File: src/hdl/baro_pkg.sv
// Shared types, register indexes and constants for the barometer compensation block.
// No dependencies; compiled first.
package baro_pkg;

   localparam int NUM_REGS   = 7;
   localparam int CSR_IDX_W  = 3;
   localparam int CSR_DATA_W = 16;
   localparam int RAW_W      = 24;
   localparam int TEMP_W     = 15;
   localparam int PRES_W     = 18;
   localparam int STEP_W     = 3;

   localparam logic [CSR_IDX_W-1:0] REG_SENS      = 3'd0;
   localparam logic [CSR_IDX_W-1:0] REG_OFFSET    = 3'd1;
   localparam logic [CSR_IDX_W-1:0] REG_SENS_TC   = 3'd2;
   localparam logic [CSR_IDX_W-1:0] REG_OFFSET_TC = 3'd3;
   localparam logic [CSR_IDX_W-1:0] REG_REF_TEMP  = 3'd4;
   localparam logic [CSR_IDX_W-1:0] REG_TEMP_SLOPE = 3'd5;
   localparam logic [CSR_IDX_W-1:0] REG_JUMP_LIMIT = 3'd6;

   localparam logic [CSR_DATA_W-1:0] JUMP_LIMIT_RESET = 16'd500;

   localparam logic OP_TEMP = 1'b0;
   localparam logic OP_PRES = 1'b1;

   localparam logic [STEP_W-1:0] TEMP_LAST_STEP = 3'd5;
   localparam logic [STEP_W-1:0] PRES_LAST_STEP = 3'd7;

   localparam logic signed [TEMP_W-1:0] TEMP_MIN = -15'sd4000;
   localparam logic signed [TEMP_W-1:0] TEMP_MAX = 15'sd8500;
   localparam logic [PRES_W-1:0] PRES_MAX = 18'd200000;

   typedef struct packed {
      logic              start;     // capture the request payload
      logic              run;       // execute datapath step
      logic [STEP_W-1:0] step;
      logic              load_rsp;  // move result into output register
   } cmd_type;

   function automatic logic signed [TEMP_W-1:0] sat_temp(input logic signed [18:0] t);
      logic signed [TEMP_W-1:0] r;
      if (t < 19'(TEMP_MIN)) r = TEMP_MIN;
      else if (t > 19'(TEMP_MAX)) r = TEMP_MAX;
      else r = t[TEMP_W-1:0];
      return r;
   endfunction

endpackage

File: src/hdl/baro_sensor_compensation.sv
// Top level of the barometer compensation block: controller plus datapath.
// Depends on baro_pkg, baro_ctrl and baro_datapath.
//
//   channel   handshake              payload
//   req       req_valid/req_ready    req_op, req_raw_adc
//   rsp       rsp_valid/rsp_ready    rsp_kind, rsp_temperature, rsp_pressure, rsp_temp_accepted
//   csr       csr_we                 csr_index, csr_wdata
//
// One transaction at a time on a shared 27x27 multiplier: a temperature item takes
// 6 datapath steps and a pressure item 8, followed by a load of the output register.
// A finished result sits in the output register while the next transaction is accepted.
// If rsp_ready stays low the next result waits in the datapath until the output frees.
// Synchronous reset clears control and kept state; calibration registers reset to zero, jump limit to 500.
module baro_sensor_compensation (
   input  logic                                 clock,
   input  logic                                 reset,
   input  logic                                 req_valid,
   output logic                                 req_ready,
   input  logic                                 req_op,
   input  logic [baro_pkg::RAW_W-1:0]           req_raw_adc,
   output logic                                 rsp_valid,
   input  logic                                 rsp_ready,
   output logic                                 rsp_kind,
   output logic signed [baro_pkg::TEMP_W-1:0]   rsp_temperature,
   output logic [baro_pkg::PRES_W-1:0]          rsp_pressure,
   output logic                                 rsp_temp_accepted,
   input  logic                                 csr_we,
   input  logic [baro_pkg::CSR_IDX_W-1:0]       csr_index,
   input  logic [baro_pkg::CSR_DATA_W-1:0]      csr_wdata
);
   import baro_pkg::*;

   cmd_type cmd;

   baro_ctrl u_ctrl (
      .clock     (clock),
      .reset     (reset),
      .req_valid (req_valid),
      .req_ready (req_ready),
      .req_op    (req_op),
      .rsp_valid (rsp_valid),
      .rsp_ready (rsp_ready),
      .cmd       (cmd)
   );

   baro_datapath u_datapath (
      .clock             (clock),
      .reset             (reset),
      .cmd               (cmd),
      .req_op            (req_op),
      .req_raw_adc       (req_raw_adc),
      .csr_we            (csr_we),
      .csr_index         (csr_index),
      .csr_wdata         (csr_wdata),
      .rsp_kind          (rsp_kind),
      .rsp_temperature   (rsp_temperature),
      .rsp_pressure      (rsp_pressure),
      .rsp_temp_accepted (rsp_temp_accepted)
   );

`ifndef ASSERT_OFF
   a_busy_after_accept: assert property (@(posedge clock) disable iff (reset)
      (req_valid && req_ready) |=> !req_ready)
      else $error("accepted a transaction while one is in flight");

   a_temp_no_pressure: assert property (@(posedge clock) disable iff (reset)
      (rsp_valid && (rsp_kind == OP_TEMP)) |-> (rsp_pressure == '0))
      else $error("temperature result carries a pressure");

   a_pres_not_accepted: assert property (@(posedge clock) disable iff (reset)
      (rsp_valid && (rsp_kind == OP_PRES)) |-> !rsp_temp_accepted)
      else $error("pressure result flags temperature acceptance");

   a_temp_range: assert property (@(posedge clock) disable iff (reset)
      rsp_valid |-> ((rsp_temperature >= TEMP_MIN) && (rsp_temperature <= TEMP_MAX)))
      else $error("temperature output outside saturation range");
`endif

endmodule

File: src/hdl/baro_ctrl.sv
// Sequencing controller: accepts a transaction, steps the datapath, hands off the result.
// Depends on baro_pkg.
module baro_ctrl (
   input  logic               clock,
   input  logic               reset,
   input  logic               req_valid,
   output logic               req_ready,
   input  logic               req_op,
   output logic               rsp_valid,
   input  logic               rsp_ready,
   output baro_pkg::cmd_type  cmd
);
   import baro_pkg::*;

   typedef enum logic [2:0] {
      S_IDLE = 3'b001,
      S_CALC = 3'b010,
      S_DONE = 3'b100
   } state_type;

   state_type         state_ff, state_in;
   logic [STEP_W-1:0] step_ff, step_in;
   logic              op_ff, op_in;
   logic              rsp_valid_ff, rsp_valid_in;
   logic [STEP_W-1:0] last_step;

   assign last_step = (op_ff == OP_PRES) ? PRES_LAST_STEP : TEMP_LAST_STEP;
   assign req_ready = (state_ff == S_IDLE);
   assign rsp_valid = rsp_valid_ff;

   always_comb begin
      state_in     = state_ff;
      step_in      = step_ff;
      op_in        = op_ff;
      rsp_valid_in = rsp_valid_ff && !rsp_ready;
      cmd          = '0;
      cmd.step     = step_ff;
      unique case (state_ff)
         S_IDLE: begin
            if (req_valid) begin
               cmd.start = 1'b1;
               op_in     = req_op;
               step_in   = '0;
               state_in  = S_CALC;
            end
         end
         S_CALC: begin
            cmd.run = 1'b1;
            if (step_ff == last_step) begin
               state_in = S_DONE;
            end else begin
               step_in = step_ff + 1'b1;
            end
         end
         S_DONE: begin
            if (!rsp_valid_ff || rsp_ready) begin
               cmd.load_rsp = 1'b1;
               rsp_valid_in = 1'b1;
               state_in     = S_IDLE;
            end
         end
         default: state_in = S_IDLE;
      endcase
   end

   always_ff @(posedge clock) begin
      if (reset) begin
         state_ff     <= S_IDLE;
         step_ff      <= '0;
         op_ff        <= OP_TEMP;
         rsp_valid_ff <= 1'b0;
      end else begin
         state_ff     <= state_in;
         step_ff      <= step_in;
         op_ff        <= op_in;
         rsp_valid_ff <= rsp_valid_in;
      end
   end

endmodule

File: src/hdl/baro_datapath.sv
// Datapath: calibration registers, shared multiplier, compensation state and result registers.
// Depends on baro_pkg; driven by baro_ctrl commands.
module baro_datapath (
   input  logic                                 clock,
   input  logic                                 reset,
   input  baro_pkg::cmd_type                    cmd,
   input  logic                                 req_op,
   input  logic [baro_pkg::RAW_W-1:0]           req_raw_adc,
   input  logic                                 csr_we,
   input  logic [baro_pkg::CSR_IDX_W-1:0]       csr_index,
   input  logic [baro_pkg::CSR_DATA_W-1:0]      csr_wdata,
   output logic                                 rsp_kind,
   output logic signed [baro_pkg::TEMP_W-1:0]   rsp_temperature,
   output logic [baro_pkg::PRES_W-1:0]          rsp_pressure,
   output logic                                 rsp_temp_accepted
);
   import baro_pkg::*;

   logic [CSR_DATA_W-1:0] coeff_ff [NUM_REGS];

   logic               op_ff;
   logic [RAW_W-1:0]   raw_ff;
   logic signed [26:0] mul_a, mul_b;
   logic signed [53:0] prod_ff;

   // temperature working values
   logic signed [25:0] dt_ff;
   logic signed [17:0] q_ff;
   logic signed [18:0] temp1_ff;
   logic [17:0]        t2_ff;
   logic [34:0]        a_ff;

   // kept state
   logic signed [25:0] temp_difference_ff;
   logic [39:0]        offset_correction_ff, sens_correction_ff;
   logic signed [18:0] accepted_temp_ff;
   logic               seen_first_ff;

   // pressure working values
   logic signed [40:0] off_ff, sens_ff;
   logic [44:0]        lo_ff;
   logic signed [63:0] full_ff;
   logic signed [43:0] x_ff;

   // result hold and output registers
   logic                     res_kind_ff, res_acc_ff;
   logic signed [TEMP_W-1:0] res_temp_ff;
   logic [PRES_W-1:0]        res_pres_ff;
   logic                     rsp_kind_ff, rsp_acc_ff;
   logic signed [TEMP_W-1:0] rsp_temp_ff;
   logic [PRES_W-1:0]        rsp_pres_ff;

   logic is_temp, is_pres;
   assign is_temp = cmd.run && (op_ff == OP_TEMP);
   assign is_pres = cmd.run && (op_ff == OP_PRES);

   // shared multiplier operand select
   always_comb begin
      mul_a = '0;
      mul_b = '0;
      if (op_ff == OP_TEMP) begin
         unique case (cmd.step)
            3'd1: begin
               mul_a = 27'(dt_ff);
               mul_b = $signed({11'd0, coeff_ff[REG_TEMP_SLOPE]});
            end
            3'd2: begin
               mul_a = 27'(dt_ff);
               mul_b = 27'(dt_ff);
            end
            3'd3: begin
               mul_a = 27'(q_ff);
               mul_b = 27'(q_ff);
            end
            3'd4: begin
               mul_a = 27'(temp1_ff) + 27'sd1500;
               mul_b = 27'(temp1_ff) + 27'sd1500;
            end
            default: ;
         endcase
      end else begin
         unique case (cmd.step)
            3'd0: begin
               mul_a = $signed({11'd0, coeff_ff[REG_OFFSET_TC]});
               mul_b = 27'(temp_difference_ff);
            end
            3'd1: begin
               mul_a = $signed({11'd0, coeff_ff[REG_SENS_TC]});
               mul_b = 27'(temp_difference_ff);
            end
            3'd3: begin
               mul_a = $signed({3'd0, raw_ff});
               mul_b = $signed({6'd0, sens_ff[20:0]});
            end
            3'd4: begin
               mul_a = $signed({3'd0, raw_ff});
               mul_b = 27'($signed(sens_ff[40:21]));
            end
            default: ;
         endcase
      end
   end

   // truncating divides: bias negative values before the arithmetic shift
   logic signed [53:0] q_sum, d7_sum, d8_sum;
   logic signed [63:0] f_sum;
   logic signed [43:0] p_sum;
   assign q_sum  = (prod_ff + $signed({31'd0, {23{prod_ff[53]}}})) >>> 23;
   assign d7_sum = (prod_ff + $signed({47'd0, {7{prod_ff[53]}}})) >>> 7;
   assign d8_sum = (prod_ff + $signed({46'd0, {8{prod_ff[53]}}})) >>> 8;
   assign f_sum  = (full_ff + $signed({43'd0, {21{full_ff[63]}}})) >>> 21;
   assign p_sum  = (x_ff + $signed({29'd0, {15{x_ff[43]}}})) >>> 15;

   // second-order correction and jump check
   logic               lt20, lt15, accept;
   logic [35:0]        b_sq;
   logic [39:0]        a5, b7, b11, off2, sens2;
   logic signed [18:0] temp_final, acc_next;
   logic signed [19:0] diff;
   logic [19:0]        abs_diff;

   always_comb begin
      lt20  = q_ff[17];
      lt15  = temp1_ff < -19'sd1500;
      b_sq  = prod_ff[35:0];
      a5    = 40'(a_ff) + (40'(a_ff) << 2);
      b7    = (40'(b_sq) << 3) - 40'(b_sq);
      b11   = (40'(b_sq) << 3) + (40'(b_sq) << 1) + 40'(b_sq);
      off2  = '0;
      sens2 = '0;
      if (lt20) begin
         off2  = (a5 >> 1) + (lt15 ? b7 : 40'd0);
         sens2 = (a5 >> 2) + (lt15 ? (b11 >> 1) : 40'd0);
      end
      temp_final = temp1_ff - (lt20 ? $signed({1'b0, t2_ff}) : 19'sd0);
      diff       = 20'(temp_final) - 20'(accepted_temp_ff);
      abs_diff   = diff[19] ? 20'(-diff) : 20'(diff);
      accept     = !seen_first_ff || (abs_diff < {4'd0, coeff_ff[REG_JUMP_LIMIT]});
      acc_next   = accept ? temp_final : accepted_temp_ff;
   end

   logic [PRES_W-1:0] pres_sat;
   always_comb begin
      if (p_sum[43]) pres_sat = '0;
      else if (p_sum > 44'sd200000) pres_sat = PRES_MAX;
      else pres_sat = p_sum[PRES_W-1:0];
   end

   // configuration
   always_ff @(posedge clock) begin
      if (reset) begin
         for (int i = 0; i < NUM_REGS; i++)
            coeff_ff[i] <= (i == REG_JUMP_LIMIT) ? JUMP_LIMIT_RESET : '0;
      end else if (csr_we && (csr_index <= REG_JUMP_LIMIT)) begin
         coeff_ff[csr_index] <= csr_wdata;
      end
   end

   // kept state
   always_ff @(posedge clock) begin
      if (reset) begin
         temp_difference_ff   <= '0;
         offset_correction_ff <= '0;
         sens_correction_ff   <= '0;
         accepted_temp_ff     <= '0;
         seen_first_ff        <= 1'b0;
      end else if (is_temp && (cmd.step == TEMP_LAST_STEP)) begin
         temp_difference_ff   <= dt_ff;
         offset_correction_ff <= off2;
         sens_correction_ff   <= sens2;
         accepted_temp_ff     <= acc_next;
         seen_first_ff        <= 1'b1;
      end
   end

   // working registers
   always_ff @(posedge clock) begin
      if (cmd.start) begin
         op_ff  <= req_op;
         raw_ff <= req_raw_adc;
      end
      if (cmd.run) prod_ff <= mul_a * mul_b;
      if (is_temp) begin
         unique case (cmd.step)
            3'd0: dt_ff <= $signed({2'd0, raw_ff}) - $signed({2'd0, coeff_ff[REG_REF_TEMP], 8'd0});
            3'd2: begin
               q_ff     <= q_sum[17:0];
               temp1_ff <= $signed(q_sum[18:0]) + 19'sd2000;
            end
            3'd3: t2_ff <= prod_ff[48:31];
            3'd4: a_ff  <= prod_ff[34:0];
            3'd5: begin
               res_kind_ff <= OP_TEMP;
               res_temp_ff <= sat_temp(acc_next);
               res_pres_ff <= '0;
               res_acc_ff  <= accept;
            end
            default: ;
         endcase
      end
      if (is_pres) begin
         unique case (cmd.step)
            3'd1: off_ff <= $signed({9'd0, coeff_ff[REG_OFFSET], 16'd0}) + d7_sum[40:0]
                            - $signed({1'b0, offset_correction_ff});
            3'd2: sens_ff <= $signed({10'd0, coeff_ff[REG_SENS], 15'd0}) + d8_sum[40:0]
                             - $signed({1'b0, sens_correction_ff});
            3'd4: lo_ff <= prod_ff[44:0];
            3'd5: full_ff <= (64'(prod_ff) <<< 21) + $signed({19'd0, lo_ff});
            3'd6: x_ff <= f_sum[43:0] - 44'(off_ff);
            3'd7: begin
               res_kind_ff <= OP_PRES;
               res_temp_ff <= sat_temp(accepted_temp_ff);
               res_pres_ff <= pres_sat;
               res_acc_ff  <= 1'b0;
            end
            default: ;
         endcase
      end
      if (cmd.load_rsp) begin
         rsp_kind_ff <= res_kind_ff;
         rsp_temp_ff <= res_temp_ff;
         rsp_pres_ff <= res_pres_ff;
         rsp_acc_ff  <= res_acc_ff;
      end
   end

   assign rsp_kind          = rsp_kind_ff;
   assign rsp_temperature   = rsp_temp_ff;
   assign rsp_pressure      = rsp_pres_ff;
   assign rsp_temp_accepted = rsp_acc_ff;

endmodule
File: config.mk
export PLATFORM = sky130hd
export DESIGN_NAME = baro_sensor_compensation
export DESIGN_NICKNAME = d
export VERILOG_FILES = /design/src/hdl/baro_pkg.sv /design/src/hdl/baro_sensor_compensation.sv /design/src/hdl/baro_ctrl.sv /design/src/hdl/baro_datapath.sv
export SDC_FILE = /design/constraint.sdc
export NUM_CORES = 2
export LEC_CHECK = 0
export BUFFER_PORTS_ARGS = -buffer_cell sky130_fd_sc_hd__buf_2
export CORE_MARGIN = 2
export CORE_UTILIZATION = 59
export DETAILED_ROUTE_END_ITERATION = 10
export PLACE_DENSITY = 0.75
export SETUP_SLACK_MARGIN = 0.05
export SYNTH_ARGS = -nofsm -noshare
export SYNTH_HDL_FRONTEND = slang
export SYNTH_SLANG_ARGS = --single-unit
File: constraint.sdc
create_clock -name clock -period 14.1 [get_ports clock]
set_clock_uncertainty 0.2 [all_clocks]
set_input_delay 0.705 -clock clock [delete_from_list [all_inputs] [get_ports clock]]
set_output_delay 0.705 -clock clock [all_outputs]
set_load 0.01 [all_outputs]
==> results.ini <==
[synthesis]
synth_area_leader_cell=edfxtp_1
synth.avg_cell_area_um2=9.419
synth_top_cell_area_share_pct=21.90
synth-edff-count=552
synth_warnings=0
synth-main-ff-cell=edfxtp_1
async_set_or_reset_register_ratio_after_synthesis_pct=0
post_synthesis_cell_area_mm2=0.07570
mappedNetlistNets=9544
synth.ff_latch_count=736
post_synth_num_cell_types=101
yosysSeqAreaShare_pct=26.76
cells_after_synth=8037
post_synth_most_frequent_cells=1099 x inv_1, 975 x nand2_1, 797 x fa_1
synthMostInstantiatedCell=inv_1
synth_area_leaders=edfxtp_1 22%, fa_1 21%, ha_1 11%

[drt]
wl_per_cell_um=23.08
routed-via-count=60270
route.detailed.vias_per_inst=6.141
route.final.wire_length_um=226400
detailedRoute.firstPassIterationCount=8
initialDrtViolationCount=6074
drt.antenna.violating_nets=0
drc_errors=0

[worst_setup_path]
startpoint_of_the_worst_register_to_register_path=u_ctrl.step_ff[0]$_SDFFE_PP0P_
r2r_end=u_datapath.prod_ff[53]$_DFFE_PP_
ff2ff_path_depth=35
critical_path.slowest_cell=nor2_1
critical_path_arrival_ps=11810
cp_data_required_time_ps=14330
critPathMostFrequentCell=fa_1
worstSetupEndpointType=flop
ff2ff_setup_slack_ps=2510
critical_path_class=reg2reg
worstSetupStartpointType=flop
cp_slowest_stage_delay_ps=1020
critical_path.max_fanout=35

[hold_path]
hold_path_end=u_datapath.raw_ff[23]$_DFFE_PP_
hold_path_origin=req_raw_adc[23]
worst_hold_path.num_cells=1
worstHoldPathType=in2reg

[clock_tree]
numCtsBuffers=81
htree_levels=3
cts.sink_count=736
clock_latency_on_the_worst_skew_pair_ps=690
maximum_clock_insertion_buffer_count=3
root_buffer=clkbuf_16
cts.clk_slew.worst_paths_ps=60
cts_setup_buffers=0
post_cts_resize_count=0
cts_tree=yes

[global_route]
antenna_violations_before_repair=4
grt_pass1_wl_um=349900
via_count_of_the_first_global_routing_pass=60970
top_usage_layer=met2
globalRouteMet3Util_pct=6.790
gr-usage-met2_pct=56.45
largest_net_degree_at_the_start_of_global_routing=65
groute.usage.overall_pct=34.82
global_route.overflow_total=0
met1_usage_pct=44.32

[die]
die-area_mm2=0.1312
core_mm2=0.1275
die-height_um=362.2
rows=131
start_util_pct=59.37
design.portCount=86
chipWidth_um=362.2

[power]
share_seq_of_total_power_pct=44.1
power.net_switching_mw=1.466
clock_power_share_pct=40.8
p_int_mw=3.987
p_comb_share_pct=15.1
power-per-cell-area_mw_per_mm2=67.04
netSwitchingFraction_pct=26.88
worst_ir_drop_vdd_uv=90.29
total_leakage_power_nw=36.05

[place]
dp_hpwl_um=175600
place.gp.congestion=1.000
setup_slack_placement_ps=2608
port_buffers=85

[sta]
period_minus_slack_ps=11590
finalCritPeriodShare_pct=82.19
setup_viol=0
hold_viol=0
worst_slew_margin_pct=5.891
setup-tns-final_ps=0
fmaxAchievable_mhz=86.29
worst_slack_on_hold_paths_ps=31.89
timing_max_transition_violations_final=0
setup_slack_ps=2511
setup_repair_after_global_routing_missed_its_margin=no
worst_pin_slew_ps=1412

[finish]
drive_above_1_share_pct=5.669
synthToLayoutAreaGrowth_pct=7.437
num-fill-cells=10390
fin_nets=9591

[job]
cap_viol_max_count=0

[run_status]
result_of_the_run=finished clean

## sequential cells by signal, indices dropped and copies added, names as in the netlist, 15 cells and up
register                         flops
u_datapath.rsp_temperature          15
u_datapath.offset_correction_ff     40
u_datapath.res_temp_ff              15
u_datapath.x_ff                     44
u_datapath.accepted_temp_ff         19
u_datapath.temp1_ff                 19
u_datapath.full_ff                  64
u_datapath.a_ff                     35
u_datapath.rsp_pressure             18
u_datapath.t2_ff                    18
u_datapath.raw_ff                   24
u_datapath.sens_correction_ff       40
u_datapath.prod_ff                  50
u_datapath.off_ff                   41
u_datapath.lo_ff                    45
u_datapath.dt_ff                    25
u_datapath.coeff_ff                112
u_datapath.temp_difference_ff       25
u_datapath.res_pres_ff              18
u_datapath.sens_ff                  41
## logic make-up after synthesis
kind of cell               synth area share [%]
DFF                                       26.76
buffers and inverters                     6.755
xor gates and xnor gates                  6.707
and+or+nand+nor                           14.01
AOI/OAI and AO/OA                         13.63
adders and majority gates                 32.00
muxes                                    0.1339
## per-stage QoR
step                total power [mW]  utilization, %  cell area, µm²  instances
finish                         5.453           63.78           81330       9813
global route                   5.616           63.78           81330       9812
CTS                            5.448           63.78           81330       9812
detailed placement             3.240           61.48           78400       9646
global placement               3.226           61.48           78400       9646
floorplan                      2.984               -           75700       8037
## repair_timing
item | CTS | global route
hold buffers | 17 | 0
hold endpoints to repair | 17 | 0
endpoints found under the setup margin | 0 | 0
## critical path: cells and delay by family (launching register included)
kind	cells	cell delay, ps
flops	1	430
fa+ha+maj	9	4160
buf+inv	8	1460
compound gates	8	1500
xor+xnor	1	130
simple gates	9	3430
## layout make-up
type                            instances  area (µm²)  share of cell area [%]
Tap cell                             1662        2079                   2.557
Multi-Input combinational cell       5946       50640                   62.27
Clock buffer                          108        2260                   2.778
Clock inverter                         41       499.2                  0.6138
Sequential cell                       736       20260                   24.91
Antenna cell                            1       2.502                0.003077
Inverter                             1104        4144                   5.095
Timing Repair Buffer                  215        1446                   1.778
## placed cells by master (no fill, tap or decap), drive strengths merged, types with 26 or more instances in the layout
cell type  synthesis  routed
fa               797     797
nor2b            109     109
a31oi             51      51
nand2            975     975
or2               40      40
xor2             171     171
a211oi            55      55
nand3            115     115
clkinv             5      26
o22ai             38      38
and2              95      95
clkbuf           225     108
nand2b            75      75
a21o             199     199
nor2             582     582
buf               26     198
dfxtp            184     184
edfxtp           552     552
a222oi            28      28
or3               33      33
o21ai            267     267
o21bai            57      57
a21oi            449     449
and3              52      52
a22oi             61      61
nor3             101     101
nand4             73      73
xnor2            407     407
o21a              77      77
nor4              29      29
a211o             26      26
inv             1099    1105
ha               661     661
## worst max-delay path by stage
| stage | start | endpoint | slack, ps | depth (start not counted) |
|---|---|---|---|---|
| after global routing | u_ctrl.step_ff[0]$_SDFFE_PP0P_ | u_datapath.prod_ff[53]$_DFFE_PP_ | 2000 | 35 |
| final | u_ctrl.step_ff[0]$_SDFFE_PP0P_ | u_datapath.prod_ff[53]$_DFFE_PP_ | 2510 | 35 |
| after CTS | u_ctrl.step_ff[0]$_SDFFE_PP0P_ | u_datapath.prod_ff[53]$_DFFE_PP_ | 2580 | 35 |
| after global placement | u_ctrl.step_ff[0]$_SDFFE_PP0P_ | u_datapath.prod_ff[53]$_DFFE_PP_ | 2740 | 35 |
| after detailed placement | u_ctrl.step_ff[0]$_SDFFE_PP0P_ | u_datapath.prod_ff[53]$_DFFE_PP_ | 2610 | 35 |
| after floorplan | u_ctrl.step_ff[1]$_SDFFE_PP0P_ | u_datapath.prod_ff[53]$_DFFE_PP_ | 4460 | 38 |
## routing by layer
metal | vias up | wire [µm]
met5 | - | 41
met4 | 6 | 14230
met3 | 756 | 21520
met2 | 2988 | 103900
met1 | 29330 | 86780
li1 | 27190 | -
## power by group through the flow
stage               combinational [mW]  sequential (mW)  clock [mW]
finish                           0.821             2.41        2.23
global route                     0.886             2.41        2.32
CTS                              0.800             2.40        2.24
detailed placement               0.790             2.45           0
global placement                 0.776             2.45           0
floorplan                        0.544             2.44           0
Note: power is estimated with default switching activity, not from simulation.
